**config.mk**
```make
export PLATFORM = sky130hd
export DESIGN_NAME = lsp_merge
export DESIGN_NICKNAME = d
export VERILOG_FILES = /design/src/rtl/lsp_pkg.sv /design/src/rtl/lsp_merge.sv
export SDC_FILE = /design/constraint.sdc
export NUM_CORES = 1
export LEC_CHECK = 0
export ABC_AREA = 1
export BUFFER_PORTS_ARGS = -buffer_cell sky130_fd_sc_hd__buf_2
export CAP_MARGIN = 30
export CORE_MARGIN = 2
export CORE_UTILIZATION = 52
export CTS_CLUSTER_DIAMETER = 80
export DETAILED_ROUTE_END_ITERATION = 6
export PLACE_DENSITY = 0.8
export SETUP_SLACK_MARGIN = 0.15
export SYNTH_ARGS = -nofsm -noshare
export SYNTH_HDL_FRONTEND = slang
export SYNTH_SLANG_ARGS = --single-unit
```
**constraint.sdc**
```tcl
create_clock -name clk_i -period 0.8 [get_ports clk_i]
set_clock_uncertainty 0.2 [all_clocks]
set_input_delay 0.12 -clock clk_i [delete_from_list [all_inputs] [get_ports clk_i]]
set_output_delay 0.12 -clock clk_i [all_outputs]
set_load 0.02 [all_outputs]
```
**src/rtl/lsp_pkg.sv**
```systemverilog
// ----------------------------------------------------------------------------
// lsp_pkg
// Shared constants and types of the line sensor position error unit.
// ----------------------------------------------------------------------------
package lsp_pkg;

  // Channel layout and fixed field widths
  localparam int unsigned CHANNELS       = 8;
  localparam int unsigned SLOT_BITS      = 16;
  localparam int unsigned CFG_BITS       = 64;
  localparam int unsigned CFG_IDX_BITS   = 3;
  localparam int unsigned THRESH_BITS    = 15;
  localparam int unsigned RATIO_BITS     = 16;
  localparam int unsigned ERROR_BITS     = 20;
  localparam int unsigned FIELD_BITS     = 16;

  // Default parameter values
  localparam int unsigned READING_BITS_DEF  = 16;
  localparam int unsigned FRACTION_BITS_DEF = 12;

  // Ratio saturation limits
  localparam logic signed [RATIO_BITS-1:0] RATIO_MAX = 16'sh7FFF;
  localparam logic signed [RATIO_BITS-1:0] RATIO_MIN = 16'sh8000;

  // Threshold reset values (0.2 and 0.5 in Q3.12)
  localparam logic [THRESH_BITS-1:0] WHITE_RESET = 15'd819;
  localparam logic [THRESH_BITS-1:0] BLACK_RESET = 15'd2048;

  // Register indexes
  typedef enum logic [CFG_IDX_BITS-1:0] {
    REG_MIN_LOW   = 3'd0,
    REG_MIN_HIGH  = 3'd1,
    REG_MAX_LOW   = 3'd2,
    REG_MAX_HIGH  = 3'd3,
    REG_WHITE_THR = 3'd4,
    REG_BLACK_THR = 3'd5
  } reg_idx_e;

  // Scan classification
  typedef enum logic [1:0] {
    KIND_LINE  = 2'd0,
    KIND_WHITE = 2'd1,
    KIND_BLACK = 2'd2
  } kind_e;

  typedef logic signed [RATIO_BITS-1:0] ratio_t;

endpackage

```
**src/rtl/lsp_merge.sv**
```systemverilog
// ----------------------------------------------------------------------------
// lsp_merge
// Classifies the scan from all lane ratios and forms the weighted error.
// ----------------------------------------------------------------------------
module lsp_merge (
  input  logic                                   clk_i,
  input  logic                                   rst_ni,
  input  lsp_pkg::ratio_t                        ratio_i [lsp_pkg::CHANNELS],
  input  logic [lsp_pkg::THRESH_BITS-1:0]        white_thr_i,
  input  logic [lsp_pkg::THRESH_BITS-1:0]        black_thr_i,
  output lsp_pkg::kind_e                         kind_o,
  output logic signed [lsp_pkg::ERROR_BITS-1:0]  error_o,
  output lsp_pkg::ratio_t                        ratio_o [lsp_pkg::CHANNELS]
);

  localparam int unsigned NCH = lsp_pkg::CHANNELS;
  localparam int unsigned EW  = lsp_pkg::ERROR_BITS;

  lsp_pkg::ratio_t                  wt, bt;
  lsp_pkg::ratio_t                  clamp [NCH];
  lsp_pkg::ratio_t                  ratio_d [NCH];
  logic                             all_white, all_black;
  lsp_pkg::kind_e                   kind_d;
  logic signed [EW-1:0]             left, right, error_d;

  // Threshold compare, clamp and weighted sum
  always_comb begin
    wt        = lsp_pkg::ratio_t'({1'b0, white_thr_i});
    bt        = lsp_pkg::ratio_t'({1'b0, black_thr_i});
    all_white = 1'b1;
    all_black = 1'b1;
    for (int i = 0; i < NCH; i++) begin
      if (!(ratio_i[i] < wt)) all_white = 1'b0;
      if (!(ratio_i[i] > bt)) all_black = 1'b0;
      clamp[i] = ratio_i[i][lsp_pkg::RATIO_BITS-1] ? '0 : ratio_i[i];
    end
    left  = EW'(4) * EW'(clamp[0]) + EW'(3) * EW'(clamp[1]) +
            EW'(2) * EW'(clamp[2]) + EW'(clamp[3]);
    right = EW'(clamp[4]) + EW'(2) * EW'(clamp[5]) +
            EW'(3) * EW'(clamp[6]) + EW'(4) * EW'(clamp[7]);
    if (all_white) begin
      kind_d  = lsp_pkg::KIND_WHITE;
      error_d = '0;
      ratio_d = ratio_i;
    end else if (all_black) begin
      kind_d  = lsp_pkg::KIND_BLACK;
      error_d = '0;
      ratio_d = ratio_i;
    end else begin
      kind_d  = lsp_pkg::KIND_LINE;
      error_d = right - left;
      ratio_d = clamp;
    end
  end

  // Hold the result word
  lsp_pkg::kind_e       kind_q;
  logic signed [EW-1:0] error_q;
  lsp_pkg::ratio_t      ratio_q [NCH];

  always_ff @(posedge clk_i or negedge rst_ni) begin
    if (!rst_ni) begin
      kind_q <= lsp_pkg::KIND_LINE;
    end else begin
      kind_q <= kind_d;
    end
  end

  always_ff @(posedge clk_i) begin
    error_q <= error_d;
    ratio_q <= ratio_d;
  end

  assign kind_o  = kind_q;
  assign error_o = error_q;
  assign ratio_o = ratio_q;

endmodule

```
==> flow_summary.toml, run 1 <==
[global_routing]
track_usage = 0.758
grt-ovfl-total = 50
grt_max_degree = 35

[cts]
clockBufferDepth = 2
clock_sinks = 150
h-tree-depth = 4
cts_buffers = 17
cts.root.buffer_cell = "clkbuf_16"

[status]
status = "stopped before the end"
error = "[ERROR GRT-0232] Routing congestion too high. Check the congestion heatmap in the GUI."
stop_stage = "5_1_grt"

[synth]
synth_seq_cells = 150
ys.flop_type = "dfxtp_1"
synthArstFlopShare = 0.0133
synth_cells = 2198
syn_area_per_cell_um2 = 7.22
synth.cell_area_um2 = 15900
ys_seq_area_frac = 0.190
synth_edf_count = 0
synth.distinct_cells = 36
syn_nets = 2737
yosys_warnings = 0

[sta]
worst-ep-kind = "register input"
postGrtWorstEndpoint = "error_o[17]$_SDFF_PP0_/D"

[floorplan]
fp.dieW_um = 179
boundaryPins = 310
die_h_um = 179
start_util = 0.532
rows = 63

[place]
dpl.cell_count = 3230
portBuffers = 309
finalWeightedCongestion = 0.968
dpl.hpwl_mm = 50.3
[metal layers]
layer	GRT usage	overflow
met5	0.420	0
met2	0.901	25
met4	0.691	21
met1	0.767	3
met3	0.643	1
[synthesized netlist by cell type (2+ instances only)]
cell type	count	area share
buf_6	10	0.0071
nand2_1	589	0.14
inv_2	7	0.0017
nand3b_1	3	0.0014
a31oi_1	2	0.00079
dfrtp_1	2	0.0032
a211oi_1	8	0.0038
a21oi_1	146	0.046
fa_1	94	0.12
nor2_1	178	0.042
xor2_1	17	0.0094
nor2_2	2	0.00079
o21a_1	11	0.0052
buf_4	15	0.0071
xnor2_1	11	0.0061
inv_1	366	0.087
ha_1	285	0.22
nand3_1	32	0.010
buf_2	25	0.0079
clkbuf_1	16	0.0038
dfxtp_1	148	0.19
a21o_1	10	0.0047
o21bai_1	8	0.0038
nand4_1	140	0.055
o21ai_1	3	0.00095
o21ai_0	41	0.013
nor3_1	20	0.0063
[per-stage QoR]
| stage | hold slack, ns | cell area [um2] | setup WS (ns) | TNS [ns] |
|---|---|---|---|---|
| after floorplan | -0.376 | 16700 | -5.31 | -259.17 |
| after global placement | -0.295 | 21700 | -5.84 | -357.04 |
| after detailed placement | -0.292 | 21700 | -6.05 | -366.62 |
| after CTS | -0.282 | 26500 | -5.10 | -352.21 |
[cells by family after synthesis]
kind of cell	count (synthesis)	synth area share
AND/OR/NAND/NOR	967	0.256
XOR/XNOR	28	0.0154
AO/OA/AOI/OAI	234	0.0809
flip-flops	150	0.190
adder cells (fa/ha/maj)	379	0.343
buffers and inverters	440	0.114
[repair_timing]
action,CTS
hold buffers,1
endpoints found under the setup margin,300
hold endpoints to repair,124
gates resized for setup,752
buffers inserted,58
gates cloned,37
pin swaps,219
==> run 2, diff against run 1 <==
- CORE_UTILIZATION: 52 -> 40
- CTS_CLUSTER_DIAMETER: 80 -> unset
- PLACE_DENSITY: 0.8 -> unset
- PLACE_DENSITY_LB_ADDON: unset -> 0.15
- SETUP_SLACK_MARGIN: 0.15 -> unset
- clock period: 0.8 -> 1.05 ns (I/O delays scaled with it)
==> flow_summary.toml, run 2 <==
[final_layout]
final_core_util = 0.769
multiInputGateArea_um2 = 13900
nets = 3715
final_cell_count_no_fill = 3707
register_area_um2 = 3200
diodes = 0
largest_register_ff_count = 128
mostFrequentLayoutCell = "buf_4"
fillCellCount = 2639
final_cell_mix = "buf_4, nand2_1, inv_1"
layout-drive-gt1-share = 0.502
area_growth_pct = 88.4

[setup_path]
critPathRequiredTime_ns = 1.27
cp_max_fo = 6
start_kind = "input port"
arrival_ns = 6.14
path_class = "in -> reg"
path_common_cell = "fa_1"
cpPeakStageDelay_ns = 0.57
cp_slowest_cell = "fa_1"
end_kind = "register"
critPathTopFamily = "adder cells"
crit_buf_inv = 9

[floorplan]
core_area_um2 = 38900
rows = 72
boundaryPins = 310
start_util = 0.408
fp.dieW_um = 203
die_area_um2 = 41300
die_h_um = 203

[status]
status = "complete, but fails checks"
violations = "negative hold slack, negative setup slack"

[synth]
ys.flop_type = "dfxtp_1"
synthArstFlopShare = 0.0133
synth_seq_cells = 150
synth.cell_area_um2 = 15900
synth_top_area_share = 0.225
yosys_warnings = 0
synth_most_common_cell = "nand2_1"
syn_nets = 2737
synthTopCellsByArea = "ha_1, dfxtp_1, nand2_1"
synth_edf_count = 0
syn_area_per_cell_um2 = 7.22
synth_cells = 2198
yosysTopAreaCell = "ha_1"
ys_seq_area_frac = 0.190
ys_top_cells_by_count = "nand2_1, inv_1, ha_1"
synth.distinct_cells = 36

[routing]
via_per_inst = 5.48
drtIter0Drc = 1702
drt-pass1-iter-count = 6
detail-route-antenna-nets = 0
routedWlPerCell_um = 23.5
drcViolationCount = 0
drt-total-wl_mm = 87.1
vias = 20300

[worst_hold_path]
hp-class = "in -> reg"

[sta]
finalSetupViolCount = 300
hold_viol = 50
worst_pin_slew_ns = 0.565
fin_ws_ns = -4.87
post-route-min-period_ns = 5.92
timing.hold.ws_ns = -0.153
rsz0062_at_grt = "true"
max_freq_mhz = 169
relSlewSlack = 0.623
final_max_slew_viol_count = 0
fin_crit_sh = 5.64

[power_and_ir_drop]
cellLeakagePower_nw = 15.4
ir_drop_v = 0.00451
power.density_nw_per_um2 = 2740
power_mw = 81.9

[place]
finalWeightedCongestion = 0.979
portBuffers = 309
dpl.hpwl_mm = 57.6
dpl.cell_count = 3412

[cts]
cts_buffers = 17
cts.root.buffer_cell = "clkbuf_16"
h-tree-depth = 4
clockBufferDepth = 2
clock_sinks = 150
clk_pin_slew_ns = 0.07
cts_tree = "built"

[global_routing]
grt_pass1_wl_mm = 124
grt_max_degree = 31
first_global_vias = 20900
grt-ovfl-total = 0
track_usage = 0.406
antenna_found_initial = 3

[job]
maxCapViolCount = 0
[run 2: cell counts after synthesis]
No cell type changed its count.
[run 2: logic make-up (layout without fill, tap and decap cells)]
kind of cell,Yosys count,count (layout),synth area share
adder cells (fa/ha/maj),379,379,0.343
AND/OR/NAND/NOR,967,967,0.256
buffers and inverters,440,1431,0.114
AO/OA/AOI/OAI,234,234,0.0809
flip-flops,150,150,0.190
XOR/XNOR,28,28,0.0154
[run 2: worst paths after layout]
check / from / to / slack (ns) / cells past startpoint
min: ratio_i[104] / ratio_o[104]$_DFF_P_ / -0.15 / 5
max: ratio_i[15] / error_o[17]$_SDFF_PP0_ / -4.87 / 31
min in group asynchronous: rst_ni / kind_o[1]$_DFF_PN0_ / 0.36 / 3
max in group asynchronous: rst_ni / kind_o[0]$_DFF_PN0_ / 0.13 / 3
[run 2: layer usage]
| layer | GRT usage | vias to the layer above | part of all wire | wire [um] |
|---|---|---|---|---|
| li1 | - | 9089 | - | - |
| met2 | 0.649 | 1173 | 0.45 | 39000 |
| met4 | 0.265 | 4 | 0.079 | 6840 |
| met5 | 0 | - | 0.00030 | 26 |
| met3 | 0.113 | 418 | 0.10 | 9080 |
| met1 | 0.478 | 9618 | 0.37 | 32200 |
[run 2: layout make-up]
class,instances,area share
Clock buffer,22,0.0155
Clock inverter,10,0.00569
Inverter,373,0.0488
Multi-Input combinational cell,1608,0.465
Sequential cell,150,0.107
Tap cell,518,0.0217
Timing Repair Buffer,1026,0.336
[run 2: per-stage QoR]
stage	setup slack [ns]	setup TNS [ns]	instance area [um2]
after global routing	-5.06	-309.89	29900
after floorplan	-5.10	-227.25	16200
after CTS	-4.74	-268.39	28800
final	-4.87	-292.92	29900
after global placement	-5.55	-333.07	21800
after detailed placement	-5.61	-330.36	21800
[run 2: repair_timing]
item                                     CTS  global route
pin swaps                                286           149
gates resized for setup                 1016           264
setup buffers                             91            34
endpoints found under the setup margin   300           300
hold buffers                             127             4
cloned                                    38             1
endpoints found under the hold margin    124            51
[run 2: report_power, final]
part	switching, mW	leakage [nW]	internal, mW
clock	2.83	0.301	4.12
combinational	34.0	13.8	33.7
sequential	0.376	1.30	7.00
total	37.2	15.4	44.8
Note: power is estimated with default switching activity, not from simulation.
