**config.mk**
```make
export PLATFORM = sky130hd
export DESIGN_NAME = lsp_lane
export DESIGN_NICKNAME = d
export VERILOG_FILES = /design/src/rtl/lsp_pkg.sv /design/src/rtl/lsp_lane.sv
export SDC_FILE = /design/constraint.sdc
export NUM_CORES = 1
export LEC_CHECK = 0
export BUFFER_PORTS_ARGS = -buffer_cell sky130_fd_sc_hd__buf_2
export CAP_MARGIN = 10
export CORE_MARGIN = 2
export CORE_UTILIZATION = 50
export DETAILED_ROUTE_END_ITERATION = 12
export PLACE_DENSITY_LB_ADDON = 0.15
export REMOVE_ABC_BUFFERS = 1
export SLEW_MARGIN = 5
export SYNTH_ARGS = -nofsm -noshare
export SYNTH_HDL_FRONTEND = slang
export SYNTH_SLANG_ARGS = --single-unit
```
**constraint.sdc**
```tcl
create_clock -name clk_i -period 5.7 [get_ports clk_i]
set_input_delay 1.71 -clock clk_i [delete_from_list [all_inputs] [get_ports clk_i]]
set_output_delay 1.71 -clock clk_i [all_outputs]
set_load 0.01 [all_outputs]
```
**src/rtl/lsp_pkg.sv**
```systemverilog
// ----------------------------------------------------------------------------
// lsp_pkg
// Shared constants and types of the line sensor position error unit.
// ----------------------------------------------------------------------------
package lsp_pkg;

  // Channel layout and fixed field widths
  localparam int unsigned CHANNELS       = 8;
  localparam int unsigned SLOT_BITS      = 16;
  localparam int unsigned CFG_BITS       = 64;
  localparam int unsigned CFG_IDX_BITS   = 3;
  localparam int unsigned THRESH_BITS    = 15;
  localparam int unsigned RATIO_BITS     = 16;
  localparam int unsigned ERROR_BITS     = 20;
  localparam int unsigned FIELD_BITS     = 16;

  // Default parameter values
  localparam int unsigned READING_BITS_DEF  = 16;
  localparam int unsigned FRACTION_BITS_DEF = 12;

  // Ratio saturation limits
  localparam logic signed [RATIO_BITS-1:0] RATIO_MAX = 16'sh7FFF;
  localparam logic signed [RATIO_BITS-1:0] RATIO_MIN = 16'sh8000;

  // Threshold reset values (0.2 and 0.5 in Q3.12)
  localparam logic [THRESH_BITS-1:0] WHITE_RESET = 15'd819;
  localparam logic [THRESH_BITS-1:0] BLACK_RESET = 15'd2048;

  // Register indexes
  typedef enum logic [CFG_IDX_BITS-1:0] {
    REG_MIN_LOW   = 3'd0,
    REG_MIN_HIGH  = 3'd1,
    REG_MAX_LOW   = 3'd2,
    REG_MAX_HIGH  = 3'd3,
    REG_WHITE_THR = 3'd4,
    REG_BLACK_THR = 3'd5
  } reg_idx_e;

  // Scan classification
  typedef enum logic [1:0] {
    KIND_LINE  = 2'd0,
    KIND_WHITE = 2'd1,
    KIND_BLACK = 2'd2
  } kind_e;

  typedef logic signed [RATIO_BITS-1:0] ratio_t;

endpackage

```
**src/rtl/lsp_lane.sv**
```systemverilog
// ----------------------------------------------------------------------------
// lsp_lane
// One channel: normalises a reading against its calibration through a
// pipelined restoring divider, one quotient bit per stage, then saturates.
// ----------------------------------------------------------------------------
module lsp_lane #(
  parameter int unsigned READING_BITS  = lsp_pkg::READING_BITS_DEF,
  parameter int unsigned FRACTION_BITS = lsp_pkg::FRACTION_BITS_DEF
) (
  input  logic                    clk_i,
  input  logic [READING_BITS-1:0] reading_i,
  input  logic [READING_BITS-1:0] min_i,
  input  logic [READING_BITS-1:0] max_i,
  output lsp_pkg::ratio_t         ratio_o
);

  localparam int unsigned RB = READING_BITS;
  localparam int unsigned QB = lsp_pkg::RATIO_BITS - 1;
  localparam int unsigned NW = RB + FRACTION_BITS;
  localparam int unsigned CW = RB + ((FRACTION_BITS > QB) ? FRACTION_BITS : QB) + 1;

  // Prepare: magnitude, divisor, special cases
  logic [RB-1:0] mag, den;
  logic          neg, degen, dzero, sat;
  logic [NW-1:0] num, num_hi;
  logic [CW-1:0] num_c, den_c;

  always_comb begin
    neg    = reading_i < min_i;
    mag    = neg ? (min_i - reading_i) : (reading_i - min_i);
    den    = max_i - min_i;
    degen  = max_i <= min_i;
    dzero  = reading_i == min_i;
    num    = {mag, {FRACTION_BITS{1'b0}}};
    num_hi = num >> QB;
    num_c  = CW'(num);
    den_c  = CW'({den, {QB{1'b0}}});
    sat    = num_c >= den_c;
  end

  // Divider stages
  logic [RB-1:0] rem_q   [0:QB];
  logic [QB-1:0] n_q     [0:QB];
  logic [QB-1:0] quo_q   [0:QB];
  logic [RB-1:0] den_q   [0:QB];
  logic          neg_q   [0:QB];
  logic          sat_q   [0:QB];
  logic          degen_q [0:QB];
  logic          dzero_q [0:QB];

  // Load the first stage
  always_ff @(posedge clk_i) begin
    rem_q[0]   <= num_hi[RB-1:0];
    n_q[0]     <= num[QB-1:0];
    quo_q[0]   <= '0;
    den_q[0]   <= den;
    neg_q[0]   <= neg;
    sat_q[0]   <= sat;
    degen_q[0] <= degen;
    dzero_q[0] <= dzero;
  end

  for (genvar k = 0; k < QB; k++) begin : g_step
    logic [RB:0] trial, diff;
    logic        ge;

    // Shift in the next dividend bit and try a subtract
    always_comb begin
      trial = {rem_q[k], n_q[k][QB-1]};
      diff  = trial - {1'b0, den_q[k]};
      ge    = trial >= {1'b0, den_q[k]};
    end

    always_ff @(posedge clk_i) begin
      rem_q[k+1]   <= ge ? diff[RB-1:0] : trial[RB-1:0];
      n_q[k+1]     <= n_q[k] << 1;
      quo_q[k+1]   <= {quo_q[k][QB-2:0], ge};
      den_q[k+1]   <= den_q[k];
      neg_q[k+1]   <= neg_q[k];
      sat_q[k+1]   <= sat_q[k];
      degen_q[k+1] <= degen_q[k];
      dzero_q[k+1] <= dzero_q[k];
    end
  end

  // Apply sign, saturation and degenerate calibration
  lsp_pkg::ratio_t ratio_d, ratio_q, quo_s;

  always_comb begin
    quo_s = lsp_pkg::ratio_t'({1'b0, quo_q[QB]});
    if (degen_q[QB]) begin
      ratio_d = dzero_q[QB] ? '0 : lsp_pkg::RATIO_MAX;
    end else if (sat_q[QB]) begin
      ratio_d = neg_q[QB] ? lsp_pkg::RATIO_MIN : lsp_pkg::RATIO_MAX;
    end else begin
      ratio_d = neg_q[QB] ? -quo_s : quo_s;
    end
  end

  always_ff @(posedge clk_i) begin
    ratio_q <= ratio_d;
  end

  assign ratio_o = ratio_q;

endmodule

```
# Word-level counts from Yosys, hierarchy flattened
# Memory sizes are Yosys's and may differ from the RTL's.
# Cells that the tools add are included.
totals:
  ff_bits: 16
  mem_bits_rw: 1040
  inputBits: 49
  word_cells: 68
  memories: 8
classes:
  addsub: 19
  n_lt_le_gt_ge: 18
  n_eq_ne: 1
  muxes: 21
mem_list:
  columns: ["memory", "depth", "width", "rd", "rd_clocked_by_memory_dff", "write_ports", "line", "text"]
  rows:
  - ["den_q", 16, 16, 15, 0, 16, "lsp_lane.sv:45", "logic [RB-1:0] den_q [0:QB];"]
  - ["rem_q", 16, 16, 15, 0, 16, "lsp_lane.sv:42", "logic [RB-1:0] rem_q [0:QB];"]
  - ["quo_q", 16, 15, 16, 0, 16, "lsp_lane.sv:44", "logic [QB-1:0] quo_q [0:QB];"]
  - ["n_q", 16, 14, 15, 0, 16, "lsp_lane.sv:43", "logic [QB-1:0] n_q [0:QB];"]
  - ["degen_q", 16, 1, 16, 0, 16, "lsp_lane.sv:48", "logic degen_q [0:QB];"]
  - ["dzero_q", 16, 1, 16, 0, 16, "lsp_lane.sv:49", "logic dzero_q [0:QB];"]
  - ["2 more memories", null, null, null, null, null, null, null]
op_table:
  columns: ["operator", "count"]
  rows:
  - ["$mux 16", 20]
  - ["$sub 16x16->16", 18]
  - ["$ge 17x16->1", 15]
  - ["$ge 28x31->1", 1]
  - ["$eq 16x16->1", 1]
  - ["$le 16x16->1", 1]
  - ["$lt 16x16->1", 1]
  - ["$neg 15->16", 1]
  - ["$mux 15", 1]

# Depth between registers and ports, before layout
# An unclocked memory read counts as a cell.
depth:
  ltp_word: 5
  depth_mapped: 22
  ltp_nobuf: 21

# Worst setup path after synthesis
# Ideal clock, no wire load.
synth_path:
  kind: "input-to-reg"
  startpoint: "input reading_i[0]"
  endpoint: "memory sat_q[0]"
  setup_ns: 0.123
  t_arrival_ns: 4.736
  t_required_ns: 5.577
  slack_ns: 0.841
  cell_stages: 21
  cell_sequence: "inv_1 > ha_1 > inv_1 > fa_1 > a211oi_2 > o211ai_1 > nand2_1 > o21bai_4 > buf_6 > buf_2 > o21ai_0 > xnor2_1 > ha_1 > nor2b_1 > o21a_1 > o21ai_0 > a21oi_1 > a31oi_1 > o21a_1 > o41a_1 > nor4_2"
synth_lines:
  columns: ["item", "line", "text"]
  rows:
  - ["start, declared", "lsp_lane.sv:11", "input logic [READING_BITS-1:0] reading_i,"]
  - ["end, declared", "lsp_lane.sv:47", "logic sat_q [0:QB];"]

==> flow_metrics.py <==
metrics = {
    "outcome": {
        "outcome": "completed",
    },
    "cts": {
        "path_clk_slew_ns": 0.06,
        "insertion_delay_ns": 0.61,
        "clock-sinks": 683,
        "cts_tree": "yes",
        "cts_setup_buffers": 0,
        "cts_hold_buf": 0,
        "cts_root_buf": "clkbuf_16",
        "h-tree-depth": 3,
        "cts_buffers": 74,
        "ctsLongestPathBuffers": 3,
        "ctsResizeCount": 0,
    },
    "timing": {
        "finalHoldViolations": 0,
        "setup_tns_ns": 0,
        "worstMarginPinSlew_ns": 1.18,
        "maxSlewHeadroom_pct": 21.3,
        "setup_viol": 0,
        "holdWs_ns": 0.314,
        "fmax_mhz": 201,
        "rsz0062_at_grt": "no",
        "fin_skew_ns": 0.0165,
        "drv_slew": 0,
        "finalCriticalPeriod_ns": 4.97,
        "fin_crit_sh_pct": 87.1,
    },
    "global_route": {
        "antenna_found_initial": 0,
        "grt-busiest-layer": "met2",
        "track_usage_pct": 22.0,
        "grt_pass1_vias": 21623,
        "grt-ovfl-total": 0,
        "grtUsageMet2_pct": 35.5,
        "grt_max_degree": 32,
        "grt_use_met3_pct": 3.44,
        "grt_pass1_wl_mm": 112,
        "grt.met1_usage_pct": 29.8,
    },
    "power": {
        "p_sw_share_pct": 39.2,
        "internal-power_mw": 14.6,
        "ir_worst_vdd_mv": 0.249,
        "finalPower_mw": 23.9,
        "pwr_density_cell_mw_per_mm2": 701,
        "power_frac_clock_pct": 20.0,
        "netSwitchingPower_mw": 9.38,
        "power_leakage_nw": 15.9,
        "seqPwrFrac_pct": 32.2,
        "p_comb_share_pct": 47.9,
    },
    "drt": {
        "drt_iter0_drc": 1271,
        "num_vias": 22099,
        "drt-total-wl_mm": 69.4,
        "ant_nets": 0,
        "drc": 0,
        "detail_route.vias_per_cell": 5.37,
        "drtPass1Iterations": 8,
        "wl_per_cell_um": 16.9,
    },
    "finish": {
        "area_growth_pct": 11.8,
        "nFillCells": 5202,
        "n_antenna_cell": 0,
        "final_common_cell": "dfxtp_1",
        "drive_above_1_share_pct": 9.90,
        "layout_common_cells": "dfxtp_1 (683), inv_1 (356), ha_1 (298), o21ai_0 (220), nand2_1 (219)",
        "final_util_pct": 56.6,
        "finalNetCount": 3639,
    },
    "setup_path": {
        "critical_path_class": "input port to flip-flop",
        "cp-start-kind": "input port",
        "worstPathRequired_ns": 6.18,
        "r2r-start": "den_q[2][4]",
        "critPathArrivalTime_ns": 5.44,
        "rr_endpoint": "rem_q[0][54]",
        "rrSetupSlack_ns": 2.03,
        "cp_max_fo": 14,
        "r2r_cells": 9,
        "crit_path_end_kind": "flip-flop",
    },
    "logic_synthesis": {
        "yosys-top-cells-area": "dfxtp_1 (45%), ha_1 (12%), inv_1 (4.4%), o21ai_0 (3.6%), a21oi_1 (2.8%)",
        "synth.largest_area_cell": "dfxtp_1",
        "yosysUniqueCellTypes": 89,
        "yosysWarningCount": 0,
        "netlist.area_leader.share_pct": 44.8,
        "avgSynthCellArea_um2": 9.61,
        "synth_ff_type": "dfxtp_1",
        "syn_area_mm2": 0.0305,
        "async_flop_share_pct": 0,
        "yosysSeqAreaShare_pct": 44.8,
        "syn_inst": 3177,
        "synth-edff-count": 0,
        "ys_seq_elements": 683,
    },
    "floorplan": {
        "rows": 90,
        "die_area_mm2": 0.0631,
        "initial_core_util_pct": 50.6,
        "die_h_um": 251,
        "core-area_mm2": 0.0604,
        "pin_count": 65,
        "dieWidth_um": 251,
    },
    "hold_path": {
        "worstHoldEndpoint": "quo_q[1][79]",
        "min_from": "quo_q[1][63]",
        "holdCritPathClass": "flip-flop to flip-flop",
        "holdPathStages": 0,
    },
    "placed_design": {
        "io_buffers": 64,
        "dp_hpwl_mm": 54.6,
        "gp_congestion": 0.913,
    },
    "run": {
        "cap_violations": 0,
    },
}
routing by layer:
layer,vias to the layer above,wire length (µm)
met5,-,0
met4,0,2030
met3,123,3110
met2,441,31400
met1,10355,32900
li1,11180,-
power groups by stage:
stage | Sequential, mW | Combinational, mW | Clock, mW
floorplan | 7.30 | 8.94 | 0
global placement | 7.79 | 11.1 | 0
detailed placement | 7.81 | 11.3 | 0
CTS | 7.73 | 11.4 | 4.90
global route | 7.88 | 12.8 | 5.10
finish | 7.70 | 11.5 | 4.78
worst max path at each step:
stage / to / from / slack, ns
3_5_place_dp: sat_q[0] / reading_i[0] / 0.13
4_1_cts: sat_q[0] / reading_i[0] / 0.77
3_3_place_gp: sat_q[0] / reading_i[0] / 0.20
5_1_grt: sat_q[0] / reading_i[0] / 0.40
2_1_floorplan: sat_q[0] / reading_i[0] / 0.89
6_report: sat_q[0] / reading_i[0] / 0.73
Yosys cell counts, drive strengths merged, types with 7 or more instances:
| master | number |
|---|---|
| o21a | 57 |
| nor2b | 51 |
| a41o | 7 |
| nand2b | 37 |
| nand4 | 43 |
| nor4 | 12 |
| nor2 | 179 |
| o31a | 13 |
| and2 | 12 |
| dfxtp | 683 |
| o21bai | 17 |
| nand2 | 220 |
| a21oi | 170 |
| fa | 17 |
| o21ai | 233 |
| inv | 356 |
| buf | 32 |
| mux2i | 11 |
| a21o | 85 |
| nand3 | 41 |
| o41ai | 11 |
| clkbuf | 24 |
| o211ai | 15 |
| ha | 298 |
| o31ai | 39 |
| nor3 | 70 |
| and3 | 14 |
| or2 | 12 |
| nand3b | 9 |
| or3 | 21 |
| a31oi | 22 |
| xnor2 | 90 |
| a31o | 7 |
| o22ai | 8 |
| mux2 | 69 |
| a21boi | 15 |
| xor2 | 81 |
| a211oi | 23 |
metrics by stage:
step	cells	instance area, µm²	setup WS (ns)
after floorplan	3121	30200	0.892
after global placement	3981	31700	0.196
after detailed placement	3981	31700	0.127
after CTS	4116	34100	0.769
after global routing	4116	34100	0.397
final	4116	34100	0.734
registers in the layout (all words and copies together), names as in the netlist:
signal   count
degen_q     16
den_q      240
dzero_q     16
n_q          6
neg_q       16
quo_q      120
ratio_o     16
rem_q      237
sat_q       16
critical path: stages:
cell and delay, ns:
buf_2 0.13, inv_1 0.06, ha_1 0.13, inv_1 0.06, fa_1 0.44, a211oi_2 0.28
o211ai_1 0.18, nand2_1 0.20, o21bai_4 0.18, buf_4 0.20, o311ai_0 0.35, nand3_1 0.18
xor2_1 0.23, ha_1 0.28, nor2b_1 0.14, o21ai_0 0.14, nand2b_1 0.07, a21oi_1 0.15
o21a_1 0.14, o41a_1 0.15, nor4_2 0.04
logic make-up (layout without fill, tap and decap cells):
family                     Yosys count  after routing  share of synthesized area, %
buffers and inverters              412            569                          5.41
and+or+nand+nor                    745            745                          11.9
AOI/OAI and AO/OA                  771            771                          16.7
DFF                                683            683                          44.8
xor gates and xnor gates           171            171                          4.90
muxes                               80             80                          3.00
adders and majority gates          315            315                          13.3
area by class of cell:
type	count	area, µm²	area share [%]
flip-flops and latches	683	13700	40.0
clock buffers	96	2080	6.08
inverters	356	1340	3.91
clock inverters	39	415	1.22
multi-input cells	2082	15200	44.6
repair buffers	78	425	1.25
well taps	782	978	2.87
Note: power is estimated with default switching activity, not from simulation.
